--- src/sv/afnsm_pkg.sv ---
// ----------------------------------------------------------------------------
// afnsm_pkg
// Shared widths, reset values, register indexes and types of the aspect-fit
// nearest-neighbor scaler address map.
// ----------------------------------------------------------------------------
package afnsm_pkg;

   // largest usable source image
   localparam int MAX_SRC_WIDTH  = 1920;
   localparam int MAX_SRC_HEIGHT = 1080;

   // field widths
   localparam int COORD_BITS    = 12;
   localparam int SRC_BITS      = 11;
   localparam int BOX_BITS      = 12;
   localparam int POS_BITS      = 13;
   localparam int SCR_BITS      = 14;
   localparam int IDX_BITS      = 21;
   localparam int CSR_IDX_BITS  = 3;
   localparam int CSR_DATA_BITS = 13;

   // coordinate times source size, and the quotient bits left after the clamp
   localparam int PROD_BITS  = COORD_BITS + SRC_BITS;
   localparam int QUO_BITS   = SRC_BITS;
   localparam int DIV_STAGES = QUO_BITS;

   // register reset values
   localparam logic [SRC_BITS-1:0] RST_SOURCE_WIDTH  = 11'd1;
   localparam logic [SRC_BITS-1:0] RST_SOURCE_HEIGHT = 11'd1;
   localparam logic [POS_BITS-1:0] RST_BOX_LEFT      = 13'd0;
   localparam logic [POS_BITS-1:0] RST_BOX_TOP       = 13'd0;
   localparam logic [BOX_BITS-1:0] RST_BOX_WIDTH     = 12'd608;
   localparam logic [BOX_BITS-1:0] RST_BOX_HEIGHT    = 12'd400;

   // register indexes
   typedef enum logic [CSR_IDX_BITS-1:0] {
      REG_SOURCE_WIDTH  = 3'd0,
      REG_SOURCE_HEIGHT = 3'd1,
      REG_BOX_LEFT      = 3'd2,
      REG_BOX_TOP       = 3'd3,
      REG_BOX_WIDTH     = 3'd4,
      REG_BOX_HEIGHT    = 3'd5
   } reg_idx_type;

   // configuration register file
   typedef struct packed {
      logic [SRC_BITS-1:0] source_width;
      logic [SRC_BITS-1:0] source_height;
      logic [POS_BITS-1:0] box_left;
      logic [POS_BITS-1:0] box_top;
      logic [BOX_BITS-1:0] box_width;
      logic [BOX_BITS-1:0] box_height;
   } cfg_type;

   // fitted rectangle, derived from the configuration
   typedef struct packed {
      logic                src_ok;
      logic [BOX_BITS-1:0] fit_w;
      logic [BOX_BITS-1:0] fit_h;
      logic [SCR_BITS-1:0] base_x;
      logic [SCR_BITS-1:0] base_y;
   } fit_type;

endpackage

--- src/sv/afnsm_if.sv ---
// ----------------------------------------------------------------------------
// afnsm channel interfaces
// Valid/ready channels for destination pixels, mapped results and register
// writes.
// ----------------------------------------------------------------------------

// destination pixel channel
interface afnsm_req_if;
   logic                             valid;
   logic                             ready;
   logic [afnsm_pkg::COORD_BITS-1:0] dest_col;
   logic [afnsm_pkg::COORD_BITS-1:0] dest_row;

   modport source (output valid, dest_col, dest_row, input ready);
   modport sink   (input valid, dest_col, dest_row, output ready);
endinterface

// mapped result channel
interface afnsm_rsp_if;
   logic                                  valid;
   logic                                  ready;
   logic                                  inside_res;
   logic        [afnsm_pkg::SRC_BITS-1:0] src_col;
   logic        [afnsm_pkg::SRC_BITS-1:0] src_row;
   logic        [afnsm_pkg::IDX_BITS-1:0] src_index;
   logic signed [afnsm_pkg::SCR_BITS-1:0] screen_x;
   logic signed [afnsm_pkg::SCR_BITS-1:0] screen_y;
   logic        [afnsm_pkg::BOX_BITS-1:0] fit_width;
   logic        [afnsm_pkg::BOX_BITS-1:0] fit_height;

   modport source (output valid, inside_res, src_col, src_row, src_index, screen_x,
                   screen_y, fit_width, fit_height, input ready);
   modport sink   (input valid, inside_res, src_col, src_row, src_index, screen_x,
                   screen_y, fit_width, fit_height, output ready);
endinterface

// register write channel
interface afnsm_csr_if;
   logic                                valid;
   logic                                ready;
   logic [afnsm_pkg::CSR_IDX_BITS-1:0]  index;
   logic [afnsm_pkg::CSR_DATA_BITS-1:0] data;

   modport source (output valid, index, data, input ready);
   modport sink   (input valid, index, data, output ready);
endinterface

--- src/sv/afnsm_div.sv ---
// ----------------------------------------------------------------------------
// afnsm_div
// Pipelined restoring divider, one quotient bit per stage. The dividend is
// known to give a quotient below 2**QUO_BITS, so only those bits are formed.
// ----------------------------------------------------------------------------
module afnsm_div (
   input  logic                             clock,
   input  logic [afnsm_pkg::DIV_STAGES-1:0] en,
   input  logic [afnsm_pkg::PROD_BITS-1:0]  dividend,
   input  logic [afnsm_pkg::BOX_BITS-1:0]   divisor,
   output logic [afnsm_pkg::QUO_BITS-1:0]   quotient
);

   localparam int NS  = afnsm_pkg::DIV_STAGES;
   localparam int QB  = afnsm_pkg::QUO_BITS;
   localparam int RB  = afnsm_pkg::BOX_BITS;
   localparam int PB  = afnsm_pkg::PROD_BITS;

   // per stage: partial remainder and dividend bits turning into quotient bits
   logic [RB-1:0] rem_ff [NS];
   logic [QB-1:0] low_ff [NS];
   logic [RB-1:0] rem_src [NS];
   logic [QB-1:0] low_src [NS];
   logic [RB-1:0] rem_in [NS];
   logic [QB-1:0] low_in [NS];
   logic [RB:0]   trial [NS];
   logic [RB:0]   diff [NS];
   logic          ge [NS];

   // stage sources
   always_comb begin
      rem_src[0] = dividend[PB-1:QB];
      low_src[0] = dividend[QB-1:0];
      for (int k = 1; k < NS; k++) begin
         rem_src[k] = rem_ff[k-1];
         low_src[k] = low_ff[k-1];
      end
   end

   // one shift, compare and subtract per stage
   always_comb begin
      for (int k = 0; k < NS; k++) begin
         trial[k]  = {rem_src[k], low_src[k][QB-1]};
         diff[k]   = trial[k] - {1'b0, divisor};
         ge[k]     = trial[k] >= {1'b0, divisor};
         rem_in[k] = ge[k] ? diff[k][RB-1:0] : trial[k][RB-1:0];
         low_in[k] = {low_src[k][QB-2:0], ge[k]};
      end
   end

   // stage registers
   always_ff @(posedge clock) begin
      for (int k = 0; k < NS; k++) begin
         if (en[k]) begin
            rem_ff[k] <= rem_in[k];
            low_ff[k] <= low_in[k];
         end
      end
   end

   assign quotient = low_ff[NS-1];

endmodule

--- src/sv/afnsm_fit.sv ---
// ----------------------------------------------------------------------------
// afnsm_fit
// Sequencer that fits the source image into the target box: one bit-serial
// division (two when the box caps the height), clamping and centering. Reruns
// after reset and every register write; fit_ready is low while it works.
// ----------------------------------------------------------------------------
module afnsm_fit (
   input  logic                clock,
   input  logic                reset,
   input  logic                restart,
   input  afnsm_pkg::cfg_type  cfg,
   output afnsm_pkg::fit_type  fit,
   output logic                fit_ready
);

   localparam int SB       = afnsm_pkg::SRC_BITS;
   localparam int BB       = afnsm_pkg::BOX_BITS;
   localparam int NB       = afnsm_pkg::SRC_BITS + afnsm_pkg::BOX_BITS;
   localparam int CB       = $clog2(NB);
   localparam int XB       = afnsm_pkg::SCR_BITS;

   typedef enum logic [5:0] {
      ST_MUL1 = 6'b000001,
      ST_DIV1 = 6'b000010,
      ST_CHK  = 6'b000100,
      ST_DIV2 = 6'b001000,
      ST_FIN  = 6'b010000,
      ST_DONE = 6'b100000
   } state_type;

   state_type          state_ff;
   state_type          state_in;
   logic [NB-1:0]      num_ff;
   logic [NB-1:0]      num_in;
   logic [SB-1:0]      rem_ff;
   logic [SB-1:0]      rem_in;
   logic [SB-1:0]      den_ff;
   logic [CB-1:0]      cnt_ff;
   logic [BB-1:0]      fw_ff;
   logic [BB-1:0]      fh_ff;
   afnsm_pkg::fit_type fit_ff;
   afnsm_pkg::fit_type fit_in;

   logic [SB:0]        trial;
   logic [SB:0]        diff;
   logic               ge;
   logic               last;
   logic               over;
   logic [BB-1:0]      fw1;
   logic [BB-1:0]      fh1;
   logic [BB-1:0]      gap_x;
   logic [BB-1:0]      gap_y;
   logic [BB-1:0]      off_x;
   logic [BB-1:0]      off_y;

   // one restoring division step
   always_comb begin
      trial  = {rem_ff, num_ff[NB-1]};
      diff   = trial - {1'b0, den_ff};
      ge     = trial >= {1'b0, den_ff};
      rem_in = ge ? diff[SB-1:0] : trial[SB-1:0];
      num_in = {num_ff[NB-2:0], ge};
      last   = cnt_ff == CB'(NB - 1);
      over   = num_ff > {{(NB-BB){1'b0}}, cfg.box_height};
   end

   // clamp to one, center in the box, check the source size
   always_comb begin
      fw1    = (fw_ff == '0) ? BB'(1) : fw_ff;
      fh1    = (fh_ff == '0) ? BB'(1) : fh_ff;
      gap_x  = cfg.box_width - fw1;
      gap_y  = cfg.box_height - fh1;
      off_x  = (fw1 >= cfg.box_width) ? '0 : (gap_x >> 1);
      off_y  = (fh1 >= cfg.box_height) ? '0 : (gap_y >> 1);
      fit_in.src_ok = (cfg.source_width != '0) && (cfg.source_height != '0)
                      && (32'(cfg.source_width) <= afnsm_pkg::MAX_SRC_WIDTH)
                      && (32'(cfg.source_height) <= afnsm_pkg::MAX_SRC_HEIGHT);
      fit_in.fit_w  = fw1;
      fit_in.fit_h  = fh1;
      fit_in.base_x = {cfg.box_left[afnsm_pkg::POS_BITS-1], cfg.box_left}
                      + {{(XB-BB){1'b0}}, off_x};
      fit_in.base_y = {cfg.box_top[afnsm_pkg::POS_BITS-1], cfg.box_top}
                      + {{(XB-BB){1'b0}}, off_y};
   end

   // sequencer next state
   always_comb begin
      state_in = state_ff;
      unique case (state_ff)
         ST_MUL1: state_in = ST_DIV1;
         ST_DIV1: if (last) state_in = ST_CHK;
         ST_CHK:  state_in = over ? ST_DIV2 : ST_FIN;
         ST_DIV2: if (last) state_in = ST_FIN;
         ST_FIN:  state_in = ST_DONE;
         ST_DONE: state_in = ST_DONE;
         default: state_in = ST_MUL1;
      endcase
   end

   always_ff @(posedge clock) begin
      if (reset || restart) begin
         state_ff <= ST_MUL1;
      end else begin
         state_ff <= state_in;
      end
   end

   // datapath: height from box width; if too tall, width from box height
   always_ff @(posedge clock) begin
      unique case (state_ff)
         ST_MUL1: begin
            num_ff <= {{BB{1'b0}}, cfg.source_height} * {{SB{1'b0}}, cfg.box_width};
            den_ff <= cfg.source_width;
            rem_ff <= '0;
            cnt_ff <= '0;
         end
         ST_DIV1: begin
            num_ff <= num_in;
            rem_ff <= rem_in;
            cnt_ff <= cnt_ff + CB'(1);
         end
         ST_CHK: begin
            if (over) begin
               fh_ff  <= cfg.box_height;
               num_ff <= {{BB{1'b0}}, cfg.source_width} * {{SB{1'b0}}, cfg.box_height};
               den_ff <= cfg.source_height;
               rem_ff <= '0;
               cnt_ff <= '0;
            end else begin
               fh_ff <= num_ff[BB-1:0];
               fw_ff <= cfg.box_width;
            end
         end
         ST_DIV2: begin
            num_ff <= num_in;
            rem_ff <= rem_in;
            cnt_ff <= cnt_ff + CB'(1);
            if (last) fw_ff <= num_in[BB-1:0];
         end
         ST_FIN: begin
            fit_ff <= fit_in;
         end
         ST_DONE: begin
            fit_ff <= fit_ff;
         end
         default: begin
            cnt_ff <= '0;
         end
      endcase
   end

   assign fit       = fit_ff;
   assign fit_ready = (state_ff == ST_DONE);

endmodule

--- src/sv/aspect_fit_nearest_scaler_map_core.sv ---
// ----------------------------------------------------------------------------
// aspect_fit_nearest_scaler_map_core
// Maps destination pixels of an aspect-preserving, centered nearest-neighbor
// blit to source pixel addresses and screen positions.
// ----------------------------------------------------------------------------
// Usage
//   csr_ch : register writes (index, data); always ready. Registers are to be
//            written only while no pixel is in flight; the block does not enforce it.
//   req_ch : one destination column/row per transaction.
//   rsp_ch : one mapped result per request, in request order.
// After reset and after every register write the fit sequencer recomputes
// the fitted rectangle with one bit-serial division, or two when the height
// is capped by the box, and req_ch.ready stays low meanwhile.
// Throughput is one pixel per cycle while rsp_ch is ready and the fit is done.
// A request passes one input stage, one multiply stage, eleven divider
// stages (one quotient bit each, column and row side by side), one clamp and
// index multiply stage and the output register.
// When rsp_ch stalls, the pipeline stops from the back and fills its empty
// stages; requests are taken as long as some stage is free and the fit is done.
// Reset is synchronous and active high; it clears the registers to their
// defaults and empties the pipeline.
// ----------------------------------------------------------------------------
module aspect_fit_nearest_scaler_map_core (
   input  logic        clock,
   input  logic        reset,
   afnsm_req_if.sink   req_ch,
   afnsm_rsp_if.source rsp_ch,
   afnsm_csr_if.sink   csr_ch
);

   localparam int NS   = afnsm_pkg::DIV_STAGES;
   localparam int LAST = NS + 3;
   localparam int CB   = afnsm_pkg::COORD_BITS;
   localparam int SB   = afnsm_pkg::SRC_BITS;
   localparam int BB   = afnsm_pkg::BOX_BITS;
   localparam int PB   = afnsm_pkg::PROD_BITS;
   localparam int XB   = afnsm_pkg::SCR_BITS;
   localparam int IB   = afnsm_pkg::IDX_BITS;

   typedef struct packed {
      logic          ins;
      logic          col_ge;
      logic          row_ge;
      logic [XB-1:0] scr_x;
      logic [XB-1:0] scr_y;
   } side_type;

   afnsm_pkg::cfg_type cfg_ff;
   afnsm_pkg::fit_type fit;
   logic               fit_ready;
   logic               csr_acc;
   logic               req_acc;

   logic [LAST:0]      v_ff;
   logic [LAST:0]      v_prev;
   logic [LAST:0]      en;
   logic               full;

   logic [CB-1:0]      col0_ff;
   logic [CB-1:0]      row0_ff;
   logic [PB-1:0]      numc1_ff;
   logic [PB-1:0]      numr1_ff;
   side_type           side1_ff;
   side_type           side1_in;
   side_type           side_d_ff [NS];
   logic [SB-1:0]      qc;
   logic [SB-1:0]      qr;

   logic [SB-1:0]      sx_in;
   logic [SB-1:0]      sy_in;
   logic [SB-1:0]      sx_m_ff;
   logic [2*SB-1:0]    prod_m_ff;
   logic               ins_m_ff;
   logic [XB-1:0]      scrx_m_ff;
   logic [XB-1:0]      scry_m_ff;
   logic [SB-1:0]      sy_m_ff;
   logic [2*SB-1:0]    idx_sum;

   logic               ins_o_ff;
   logic [SB-1:0]      sx_o_ff;
   logic [SB-1:0]      sy_o_ff;
   logic [IB-1:0]      idx_o_ff;
   logic [XB-1:0]      scrx_o_ff;
   logic [XB-1:0]      scry_o_ff;
   logic [BB-1:0]      fw_o_ff;
   logic [BB-1:0]      fh_o_ff;

   // register writes
   assign csr_ch.ready = 1'b1;
   assign csr_acc      = csr_ch.valid;

   always_ff @(posedge clock) begin
      if (reset) begin
         cfg_ff.source_width  <= afnsm_pkg::RST_SOURCE_WIDTH;
         cfg_ff.source_height <= afnsm_pkg::RST_SOURCE_HEIGHT;
         cfg_ff.box_left      <= afnsm_pkg::RST_BOX_LEFT;
         cfg_ff.box_top       <= afnsm_pkg::RST_BOX_TOP;
         cfg_ff.box_width     <= afnsm_pkg::RST_BOX_WIDTH;
         cfg_ff.box_height    <= afnsm_pkg::RST_BOX_HEIGHT;
      end else if (csr_acc) begin
         unique case (afnsm_pkg::reg_idx_type'(csr_ch.index))
            afnsm_pkg::REG_SOURCE_WIDTH:  cfg_ff.source_width  <= csr_ch.data[SB-1:0];
            afnsm_pkg::REG_SOURCE_HEIGHT: cfg_ff.source_height <= csr_ch.data[SB-1:0];
            afnsm_pkg::REG_BOX_LEFT:      cfg_ff.box_left      <= csr_ch.data;
            afnsm_pkg::REG_BOX_TOP:       cfg_ff.box_top       <= csr_ch.data;
            afnsm_pkg::REG_BOX_WIDTH:     cfg_ff.box_width     <= csr_ch.data[BB-1:0];
            afnsm_pkg::REG_BOX_HEIGHT:    cfg_ff.box_height    <= csr_ch.data[BB-1:0];
            default: ;
         endcase
      end
   end

   // fitted rectangle
   afnsm_fit u_fit (
      .clock     (clock),
      .reset     (reset),
      .restart   (csr_acc),
      .cfg       (cfg_ff),
      .fit       (fit),
      .fit_ready (fit_ready)
   );

   // stage k moves when some stage from k to the output is empty or the
   // output transaction completes
   always_comb begin
      full = 1'b1;
      for (int k = 0; k <= LAST; k++) begin
         full = 1'b1;
         for (int j = k; j <= LAST; j++) begin
            full = full & v_ff[j];
         end
         en[k] = rsp_ch.ready || !full;
      end
   end

   assign req_ch.ready = en[0] && fit_ready;
   assign req_acc      = req_ch.valid && req_ch.ready;
   assign v_prev       = {v_ff[LAST-1:0], req_acc};

   always_ff @(posedge clock) begin
      if (reset) begin
         v_ff <= '0;
      end else begin
         v_ff <= (en & v_prev) | (~en & v_ff);
      end
   end

   // input stage
   always_ff @(posedge clock) begin
      if (en[0]) begin
         col0_ff <= req_ch.dest_col;
         row0_ff <= req_ch.dest_row;
      end
   end

   // products, bounds and screen position
   always_comb begin
      side1_in.ins    = (col0_ff < fit.fit_w) && (row0_ff < fit.fit_h);
      side1_in.col_ge = !(col0_ff < fit.fit_w);
      side1_in.row_ge = !(row0_ff < fit.fit_h);
      side1_in.scr_x  = fit.base_x + {{(XB-CB){1'b0}}, col0_ff};
      side1_in.scr_y  = fit.base_y + {{(XB-CB){1'b0}}, row0_ff};
   end

   always_ff @(posedge clock) begin
      if (en[1]) begin
         numc1_ff <= {{SB{1'b0}}, col0_ff} * {{CB{1'b0}}, cfg_ff.source_width};
         numr1_ff <= {{SB{1'b0}}, row0_ff} * {{CB{1'b0}}, cfg_ff.source_height};
         side1_ff <= side1_in;
      end
   end

   // column and row dividers
   afnsm_div u_div_col (
      .clock    (clock),
      .en       (en[NS+1:2]),
      .dividend (numc1_ff),
      .divisor  (fit.fit_w),
      .quotient (qc)
   );

   afnsm_div u_div_row (
      .clock    (clock),
      .en       (en[NS+1:2]),
      .dividend (numr1_ff),
      .divisor  (fit.fit_h),
      .quotient (qr)
   );

   // side data travelling beside the dividers
   always_ff @(posedge clock) begin
      if (en[2]) side_d_ff[0] <= side1_ff;
      for (int k = 1; k < NS; k++) begin
         if (en[k+2]) side_d_ff[k] <= side_d_ff[k-1];
      end
   end

   // clamp to the last source pixel, start the index multiply
   always_comb begin
      sx_in = side_d_ff[NS-1].col_ge ? (cfg_ff.source_width - SB'(1)) : qc;
      sy_in = side_d_ff[NS-1].row_ge ? (cfg_ff.source_height - SB'(1)) : qr;
   end

   always_ff @(posedge clock) begin
      if (en[LAST-1]) begin
         sx_m_ff   <= sx_in;
         sy_m_ff   <= sy_in;
         prod_m_ff <= {{SB{1'b0}}, sy_in} * {{SB{1'b0}}, cfg_ff.source_width};
         ins_m_ff  <= side_d_ff[NS-1].ins;
         scrx_m_ff <= side_d_ff[NS-1].scr_x;
         scry_m_ff <= side_d_ff[NS-1].scr_y;
      end
   end

   // output register; an unusable source size forces every field to zero
   assign idx_sum = prod_m_ff + {{SB{1'b0}}, sx_m_ff};

   always_ff @(posedge clock) begin
      if (en[LAST]) begin
         ins_o_ff  <= fit.src_ok && ins_m_ff;
         sx_o_ff   <= fit.src_ok ? sx_m_ff : '0;
         sy_o_ff   <= fit.src_ok ? sy_m_ff : '0;
         idx_o_ff  <= fit.src_ok ? idx_sum[IB-1:0] : '0;
         scrx_o_ff <= fit.src_ok ? scrx_m_ff : '0;
         scry_o_ff <= fit.src_ok ? scry_m_ff : '0;
         fw_o_ff   <= fit.src_ok ? fit.fit_w : '0;
         fh_o_ff   <= fit.src_ok ? fit.fit_h : '0;
      end
   end

   assign rsp_ch.valid      = v_ff[LAST];
   assign rsp_ch.inside_res = ins_o_ff;
   assign rsp_ch.src_col    = sx_o_ff;
   assign rsp_ch.src_row    = sy_o_ff;
   assign rsp_ch.src_index  = idx_o_ff;
   assign rsp_ch.screen_x   = scrx_o_ff;
   assign rsp_ch.screen_y   = scry_o_ff;
   assign rsp_ch.fit_width  = fw_o_ff;
   assign rsp_ch.fit_height = fh_o_ff;

endmodule

--- src/flat_wrapper.sv ---
// flat-port wrapper written by rule: the top's interface ports become plain ports
module aspect_fit_nearest_scaler_map_core_flat 
  (clock, reset, req_ch_valid, req_ch_dest_col, req_ch_dest_row, req_ch_ready, rsp_ch_valid, rsp_ch_inside_res, rsp_ch_src_col, rsp_ch_src_row, rsp_ch_src_index, rsp_ch_screen_x, rsp_ch_screen_y, rsp_ch_fit_width, rsp_ch_fit_height, rsp_ch_ready, csr_ch_valid, csr_ch_index, csr_ch_data, csr_ch_ready);
  afnsm_req_if req_ch_i ();
  afnsm_rsp_if rsp_ch_i ();
  afnsm_csr_if csr_ch_i ();
  input  logic clock;
  input  logic reset;
  input wire logic [$bits(req_ch_i.valid)-1:0] req_ch_valid;
  input wire logic [$bits(req_ch_i.dest_col)-1:0] req_ch_dest_col;
  input wire logic [$bits(req_ch_i.dest_row)-1:0] req_ch_dest_row;
  output wire logic [$bits(req_ch_i.ready)-1:0] req_ch_ready;
  output wire logic [$bits(rsp_ch_i.valid)-1:0] rsp_ch_valid;
  output wire logic [$bits(rsp_ch_i.inside_res)-1:0] rsp_ch_inside_res;
  output wire logic [$bits(rsp_ch_i.src_col)-1:0] rsp_ch_src_col;
  output wire logic [$bits(rsp_ch_i.src_row)-1:0] rsp_ch_src_row;
  output wire logic [$bits(rsp_ch_i.src_index)-1:0] rsp_ch_src_index;
  output wire logic [$bits(rsp_ch_i.screen_x)-1:0] rsp_ch_screen_x;
  output wire logic [$bits(rsp_ch_i.screen_y)-1:0] rsp_ch_screen_y;
  output wire logic [$bits(rsp_ch_i.fit_width)-1:0] rsp_ch_fit_width;
  output wire logic [$bits(rsp_ch_i.fit_height)-1:0] rsp_ch_fit_height;
  input wire logic [$bits(rsp_ch_i.ready)-1:0] rsp_ch_ready;
  input wire logic [$bits(csr_ch_i.valid)-1:0] csr_ch_valid;
  input wire logic [$bits(csr_ch_i.index)-1:0] csr_ch_index;
  input wire logic [$bits(csr_ch_i.data)-1:0] csr_ch_data;
  output wire logic [$bits(csr_ch_i.ready)-1:0] csr_ch_ready;
  assign req_ch_i.valid = req_ch_valid;
  assign req_ch_i.dest_col = req_ch_dest_col;
  assign req_ch_i.dest_row = req_ch_dest_row;
  assign req_ch_ready = req_ch_i.ready;
  assign rsp_ch_valid = rsp_ch_i.valid;
  assign rsp_ch_inside_res = rsp_ch_i.inside_res;
  assign rsp_ch_src_col = rsp_ch_i.src_col;
  assign rsp_ch_src_row = rsp_ch_i.src_row;
  assign rsp_ch_src_index = rsp_ch_i.src_index;
  assign rsp_ch_screen_x = rsp_ch_i.screen_x;
  assign rsp_ch_screen_y = rsp_ch_i.screen_y;
  assign rsp_ch_fit_width = rsp_ch_i.fit_width;
  assign rsp_ch_fit_height = rsp_ch_i.fit_height;
  assign rsp_ch_i.ready = rsp_ch_ready;
  assign csr_ch_i.valid = csr_ch_valid;
  assign csr_ch_i.index = csr_ch_index;
  assign csr_ch_i.data = csr_ch_data;
  assign csr_ch_ready = csr_ch_i.ready;
  aspect_fit_nearest_scaler_map_core u_core (.clock(clock), .reset(reset), .req_ch(req_ch_i), .rsp_ch(rsp_ch_i), .csr_ch(csr_ch_i));
endmodule
--- config.mk ---
export PLATFORM = sky130hd
export DESIGN_NAME = aspect_fit_nearest_scaler_map_core_flat
export DESIGN_NICKNAME = d
export VERILOG_FILES = /design/src/sv/afnsm_pkg.sv /design/src/sv/afnsm_if.sv /design/src/sv/afnsm_div.sv /design/src/sv/afnsm_fit.sv /design/src/sv/aspect_fit_nearest_scaler_map_core.sv /design/src/flat_wrapper.sv
export SDC_FILE = /design/constraint.sdc
export NUM_CORES = 2
export LEC_CHECK = 0
export BUFFER_PORTS_ARGS = -buffer_cell sky130_fd_sc_hd__clkbuf_2
export CAP_MARGIN = 5
export CORE_UTILIZATION = 55
export DETAILED_ROUTE_END_ITERATION = 6
export PLACE_DENSITY = 0.71
export SYNTH_ARGS = -nofsm -noshare
export SYNTH_HDL_FRONTEND = slang
export SYNTH_SLANG_ARGS = --single-unit
--- constraint.sdc ---
create_clock -name clock -period 8.3 [get_ports clock]
set_input_delay 1.66 -clock clock [delete_from_list [all_inputs] [get_ports clock]]
set_output_delay 1.66 -clock clock [all_outputs]
set_load 0.02 [all_outputs]
# Word-level counts from Yosys, hierarchy flattened
# Memories as Yosys holds them, arrays and structs flattened.
# Index checks and enable logic that the tools add are counted.
[word_totals] reg_bits=489 ramBits=847 inputBits=45 output_inout_bits=99 wordCells=369 memories=5
[classes] n_addsub=33 n_mul=5 n_lt_le_gt_ge=30 eq_ne=16 n_mux=67 n_bitwise=110 n_reduce_logical=61
[mem_list] memory="u_core.side_d_ff" depth=11 width=31 read_ports=11 rd_ports_with_merged_regs=0 wr=11 line_no="aspect_fit_nearest_scaler_map_core.sv:65" rtl="side_type side_d_ff [NS];"
[mem_list] memory="u_core.u_div_col.rem_ff" depth=11 width=12 read_ports=10 rd_ports_with_merged_regs=0 wr=11 line_no="afnsm_div.sv:20" rtl="logic [RB-1:0] rem_ff [NS];"
[mem_list] memory="u_core.u_div_row.rem_ff" depth=11 width=12 read_ports=10 rd_ports_with_merged_regs=0 wr=11 line_no="afnsm_div.sv:20"
[mem_list] memory="u_core.u_div_col.low_ff" depth=11 width=11 read_ports=11 rd_ports_with_merged_regs=0 wr=11 line_no="afnsm_div.sv:21" rtl="logic [QB-1:0] low_ff [NS];"
[mem_list] memory="u_core.u_div_row.low_ff" depth=11 width=11 read_ports=11 rd_ports_with_merged_regs=0 wr=11 line_no="afnsm_div.sv:21"
[ops] op="2-to-1 mux 12 bit" n=27
[ops] op="subtractor 12 bit" n=24
[ops] op="greater-or-equal comparator 13 x 12 -> 1 bit" n=22
[ops] op="AND 1 bit" n=105
[ops] op="2-to-1 mux 11 bit" n=7
[ops] op="one-hot mux 23 bit (3 select lines)" n=1
[ops] op="multiplier 11 x 12 -> 23 bit" n=2
[ops] op="multiplier 12 x 11 -> 23 bit" n=2
[ops] op="one-hot mux 11 bit (3 select lines)" n=1
[ops] op="AND 15 bit" n=2
[ops] op="one-hot mux 6 bit (5 select lines)" n=1
[ops] op="adder 13 x 12 -> 14 bit" n=2
[ops] op="adder 14 x 12 -> 14 bit" n=2
[ops] op="greater-or-equal comparator 12 bit" n=2
[ops] op="logical NOT 12 bit" n=2
[ops] op="less-than comparator 12 bit" n=2
[ops] op="one-hot mux 12 bit (2 select lines)" n=1
[ops] op="> comparator 23 x 12 -> 1 bit" n=1
[ops] op="2-to-1 mux 23 bit" n=1
[ops] op="<= comparator 11 bit (second input constant)" n=2
[ops] op="2-to-1 mux 1 bit" n=22
[ops] op="one-hot mux 11 bit (2 select lines)" n=1
[ops] op="nonzero test 11 bit" n=2
[ops] op="subtractor 11 x 1 -> 11 bit (second input constant)" n=2
[ops] op="other kinds (31)" n=86

# Longest topological paths before layout
[depth] depth_word=20 mapped_depth=28 mapped_depth_nobuf=26

# By module
# From an unflattened synthesis, not the netlist that was laid out.
[hier_totals] cells_unflattened=7140 area_unflattened_um2=82726.8
[by_module_without_submodules] mod="aspect_fit_nearest_scaler_map_core" n_inst=1 cells_each=2952 area_each_um2=37079.3
[by_module_without_submodules] mod="afnsm_div" n_inst=2 cells_each=1159 area_each_um2=14297.5
[by_module_without_submodules] mod="afnsm_fit" n_inst=1 cells_each=1870 area_each_um2=17052.6

# Worst setup path after synthesis
# Ideal clock, no wire load.
[synth_timing] kind="input to register" from="in rsp_ch_ready" to="mem u_core.side_d_ff[2][0] in the netlist's numbering (enable)" arrival_time_ns=7.000 setup_slack_ns=0.862 path_stages=8 n_path_buf=1 path_cell_list="nor2b_1 > inv_2 > nor2_1 > and2_1 > clkbuf_1 > nand2_1 > nor2_1 > nand2_1"
[synth_rtl] element="start: declaration" line_no="flat_wrapper.sv:22" rtl="input wire logic [$bits(rsp_ch_i.ready)-1:0] rsp_ch_ready;"
[synth_rtl] element="end: declaration" line_no="aspect_fit_nearest_scaler_map_core.sv:65"

# Worst setup path after layout
[layout_timing] from="reg u_core.cfg_ff[50] in the netlist's numbering" to="reg u_core.prod_m_ff[20], data pin"
[layout_between] elab_chain_len=3
[layout_rtl] element="start: declaration" line_no="aspect_fit_nearest_scaler_map_core.sv:48" rtl="afnsm_pkg::cfg_type cfg_ff;"
[layout_rtl] element="subtractor 11 x 1 -> 11 bit" line_no="aspect_fit_nearest_scaler_map_core.sv:201" rtl="sy_in = side_d_ff[NS-1].row_ge ? (cfg_ff.source_height - SB'(1)) : qr;"
[layout_rtl] element="2-to-1 mux 11 bit" line_no="aspect_fit_nearest_scaler_map_core.sv:201"
[layout_rtl] element="multiplier 11 x 11 -> 21 bit" line_no="aspect_fit_nearest_scaler_map_core.sv:208" rtl="prod_m_ff <= {{SB{1'b0}}, sy_in} * {{SB{1'b0}}, cfg_ff.source_width};"
[layout_rtl] element="end signal: assignment" line_no="aspect_fit_nearest_scaler_map_core.sv:208"
[layout_rtl] element="end: declaration" line_no="aspect_fit_nearest_scaler_map_core.sv:72" rtl="logic [2*SB-1:0] prod_m_ff;"
# Every way passes these cells.
# A chain may end at the register's enable or synchronous reset.

==> metrics.md <==
| Metric | Value |
|---|---|
| Comb power frac | 26.8% |
| Initial antenna violation count | 8 |
| Later-pin clock latency in the skew report | 0.79 ns |
| Post-synth top area share | 45.1% |
| Synthesis-stage register bit count | 1312 |
| Fin crit period | 7.21 ns |
| PD cells | 244 nW/um^2 |
| Total negative slack | 0 ns |
| CP Max Fanout | 27 |
| Core area | 146000 um^2 |
| Num CTS Buffers | 139 |
| Largest net degree at the start of global routing | 80 |
| Fin. max-slew vios | 0 |
| Slew at the pin closest to its max-slew limit | about 1.2 ns |
| Synth cell count leaders | edfxtp_1, nand2_1, inv_1 |
| Yosys cell types | 83 |
| # hold bufs at CTS | 0 |
| Status | complete, no violations |
| DIE HEIGHT | 386 um |
| Post-synth EDFFs | 1219 |
| Routed Antenna Nets | 0 |
| Register area share after synthesis | 47.4% |
| Syn Nets | 8301 |
| Peak supply drop | 0.197 mV |
| Worst Hold Class | reg -> reg |
| CTS clk-pin slew, worst paths | 0.06 ns |
| Crit share post-route | 86.9% |
| Setup-failing EPs final | 0 |
| IO Port Bufs | 142 |
| Initial Utilization | 55.6% |
| Worst relative slew slack | 17.2% |
| Worst Setup SP | u_core.cfg_ff[50]$_SDFFE_PP1P_ |
| Clock Skews | 0.0421 ns |
| Leakage power | 39.3 nW |
| Global-route wire length before repair | 291 mm |
| Initial DRC Count | 4300 |
| Clock share of power | 29.3% |
| Total power | 21.7 mW |
| Pint | 15.0 mW |
| Worst hold start | u_core.side_d_ff[3][16]$_DFFE_PN_ |
| Overflow left after global routing | 0 |
| Die area | 149000 um^2 |
| Net count reported at finish | 8435 |
| Mapped cell area | 81200 um^2 |
| Startpoint Class | flop |
| Sw Ratio | 30.8% |
| 1st-pass router iterations | 6 |
| Gate Count Post-Synth | 7098 |
| DR DRC count | 0 |
| CTS tree | yes |
| Area growth, synth to finish | 9.54% |
| RSZ-0062 raised after global routing | false |
| Setup Buffers After CTS | 0 |
| Layout cells sized above 1 | 7.54% |
| Synth area leaders | edfxtp_1, fa_1, ha_1, nand2_1, inv_1 |
| Fill cell count | about 11000 |
| Root Buffer | clkbuf_16 |
| Max_cap viols | 0 |
| Final-report hold violation count | 0 |
| Drt total wl | 186 mm |
| Worst EP required | ~8.8 ns |
| Sequential cell fraction of total power | between 40% and 50% |
| CP arrival | 7.72 ns |
| Fmax | 0.139 GHz |
| Dominant cell type by area after synthesis | edfxtp_1 |
| Dominant synthesized flop cell | edfxtp_1 |
| GRT Overall Usage | 25.3% |
| Crit. End Element | flop |
| Fin Hold WS | 0.406 ns |
| # rows | 140 |
| Mapped Avg Cell Area | 11.4 um^2 |
| Crit Reg-Reg Startpoint | u_core.cfg_ff[50]$_SDFFE_PP1P_ |
| Synth Warn # | 0 |
| WS Path Type | reg -> reg |
| Post-synth ARST share | 0% |
| DPL Wire Length | 134 mm |
| Sw Pwr | about 6.7 mW |
| H-tree Lvls | 4 |
| Max Root-Sink Buffers | 3 |
| Final GP Congestion | about 0.94 |
| Die X | 386 um |
| Post-CTS Resized | 0 |
| Clk sink count | 1312 |
| Most numerous cell in the Yosys netlist | edfxtp_1 |
| Routed vias | roughly 53000 |
| Drt wl/cell | 20.1 um |
| Vias in the first global route | 52700 |
| Num ports | between 100 and 150 |
| Vias per inst | 5.72 |
layer usage:
metal / track usage (%) / up-vias / wire length (um)
li1: - / 24800 / -
met5: 0 / - / 12
met3: 3.80 / 359 / 13200
met1: 34.6 / 26200 / 79600
met4: 8.73 / 2 / 6140
met2: 41.3 / 1711 / 87100
logic make-up (layout without fill, tap and decap cells):
family / count (synthesis) / after routing / share of synthesized area [%]
AND/OR/NAND/NOR: 2058 / 2058 / 12.1
flip-flops: 1312 / 1312 / 47.4
AO/OA/AOI/OAI: 1159 / 1159 / 9.10
adder cells (fa/ha/maj): 1158 / 1158 / 22.1
buffers and inverters: 1009 / 1259 / 4.72
XOR/XNOR: 316 / 316 / 3.41
multiplexers: 85 / 85 / 1.15
other: 1 / 4 / 0.00462
cell type report:
class	count	area [um^2]	area share, %
Timing Repair Buffer	244	1480	1.66
Clock inverter	87	973	1.09
Antenna cell	3	7.51	0.00844
Inverter	758	2850	3.20
Tap cell	1917	2400	2.70
Clock buffer	170	3720	4.18
Sequential cell	1312	38500	43.2
Multi-Input combinational cell	4777	39100	43.9
critical path, stage by stage, from the launching register on:
cell and delay (ns):
dfxtp_1 0.96, inv_1 0.20, ha_1 0.27, nand2b_1 0.17, nor2_1 0.06, nand2_1 0.12, nor3_1 0.07, xnor2_1 0.13
a21oi_1 0.14, buf_4 0.24, nand2_1 0.11, fa_1 0.52, fa_1 0.53, inv_1 0.06, fa_1 0.49, fa_1 0.49
inv_1 0.05, fa_1 0.47, inv_1 0.04, ha_1 0.33, a21oi_1 0.19, nor2b_1 0.08, o21ai_0 0.22, nand3b_1 0.18
a221o_1 0.34, a21oi_1 0.23, o21ai_1 0.11, xnor2_1 0.13
sequential cells by signal, summed over array words and instances (netlist names), 14 cells and up, named ones only:
register / count
u_core.numr1_ff: 23
u_core.u_div_row.low_ff: 121
u_core.rsp_ch.screen_x: 14
u_core.u_div_col.rem_ff: 120
u_core.u_div_row.rem_ff: 120
u_core.rsp_ch.screen_y: 14
u_core.scrx_m_ff: 14
u_core.cfg_ff: 72
u_core.side1_ff: 31
u_core.scry_m_ff: 14
u_core.prod_m_ff: 21
u_core.side_d_ff: 341
u_core.u_fit.num_ff: 23
u_core.u_div_col.low_ff: 121
u_core.rsp_ch.src_index: 21
u_core.numc1_ff: 23
u_core.u_fit.fit: 53
final timing paths:
| check | endpoint | slack [ns] | cells after the start |
|---|---|---|---|
| worst min-delay path | u_core.side_d_ff[4][16]$_DFFE_PN_ | 0.41 | 0 |
| worst max-delay path | u_core.prod_m_ff[20]$_DFFE_PP_ | 1.09 | 27 |
| worst max register to register | u_core.prod_m_ff[20]$_DFFE_PP_ | 1.09 | 27 |
| worst min register to register | u_core.side_d_ff[4][16]$_DFFE_PN_ | 0.41 | 0 |
through the flow:
stage | area, um^2 | worst slack (ns) | instances | utilization [%]
floorplan | 81200 | 0.862 | 7098 | -
global placement | 84200 | 1.29 | 9008 | 57.7
detailed placement | 84200 | 1.20 | 9008 | 57.7
CTS | 88900 | 1.09 | 9265 | 60.9
global route | 88900 | 0.656 | 9265 | 60.9
finish | 88900 | 1.09 | 9268 | 60.9
cells in the final DEF, fill, tap and decap left out, drive strengths merged, types with 103 or more instances in the layout:
master	instances
inv	764
fa	463
xnor2	186
xor2	130
buf	103
ha	695
and2	376
a21oi	315
clkbuf	311
a21o	116
o21ai	288
nand2	830
edfxtp	1219
nor2	346
power groups by stage:
stage	logic, mW	registers [mW]	clock network (mW)
3_3_place_gp	5.54	9.59	0
4_1_cts	5.79	9.51	6.45
2_1_floorplan	4.53	9.31	0
5_1_grt	6.53	9.62	6.70
3_5_place_dp	5.73	9.62	0
6_report	5.81	9.51	6.34
Power figures use the tool's default switching activity.
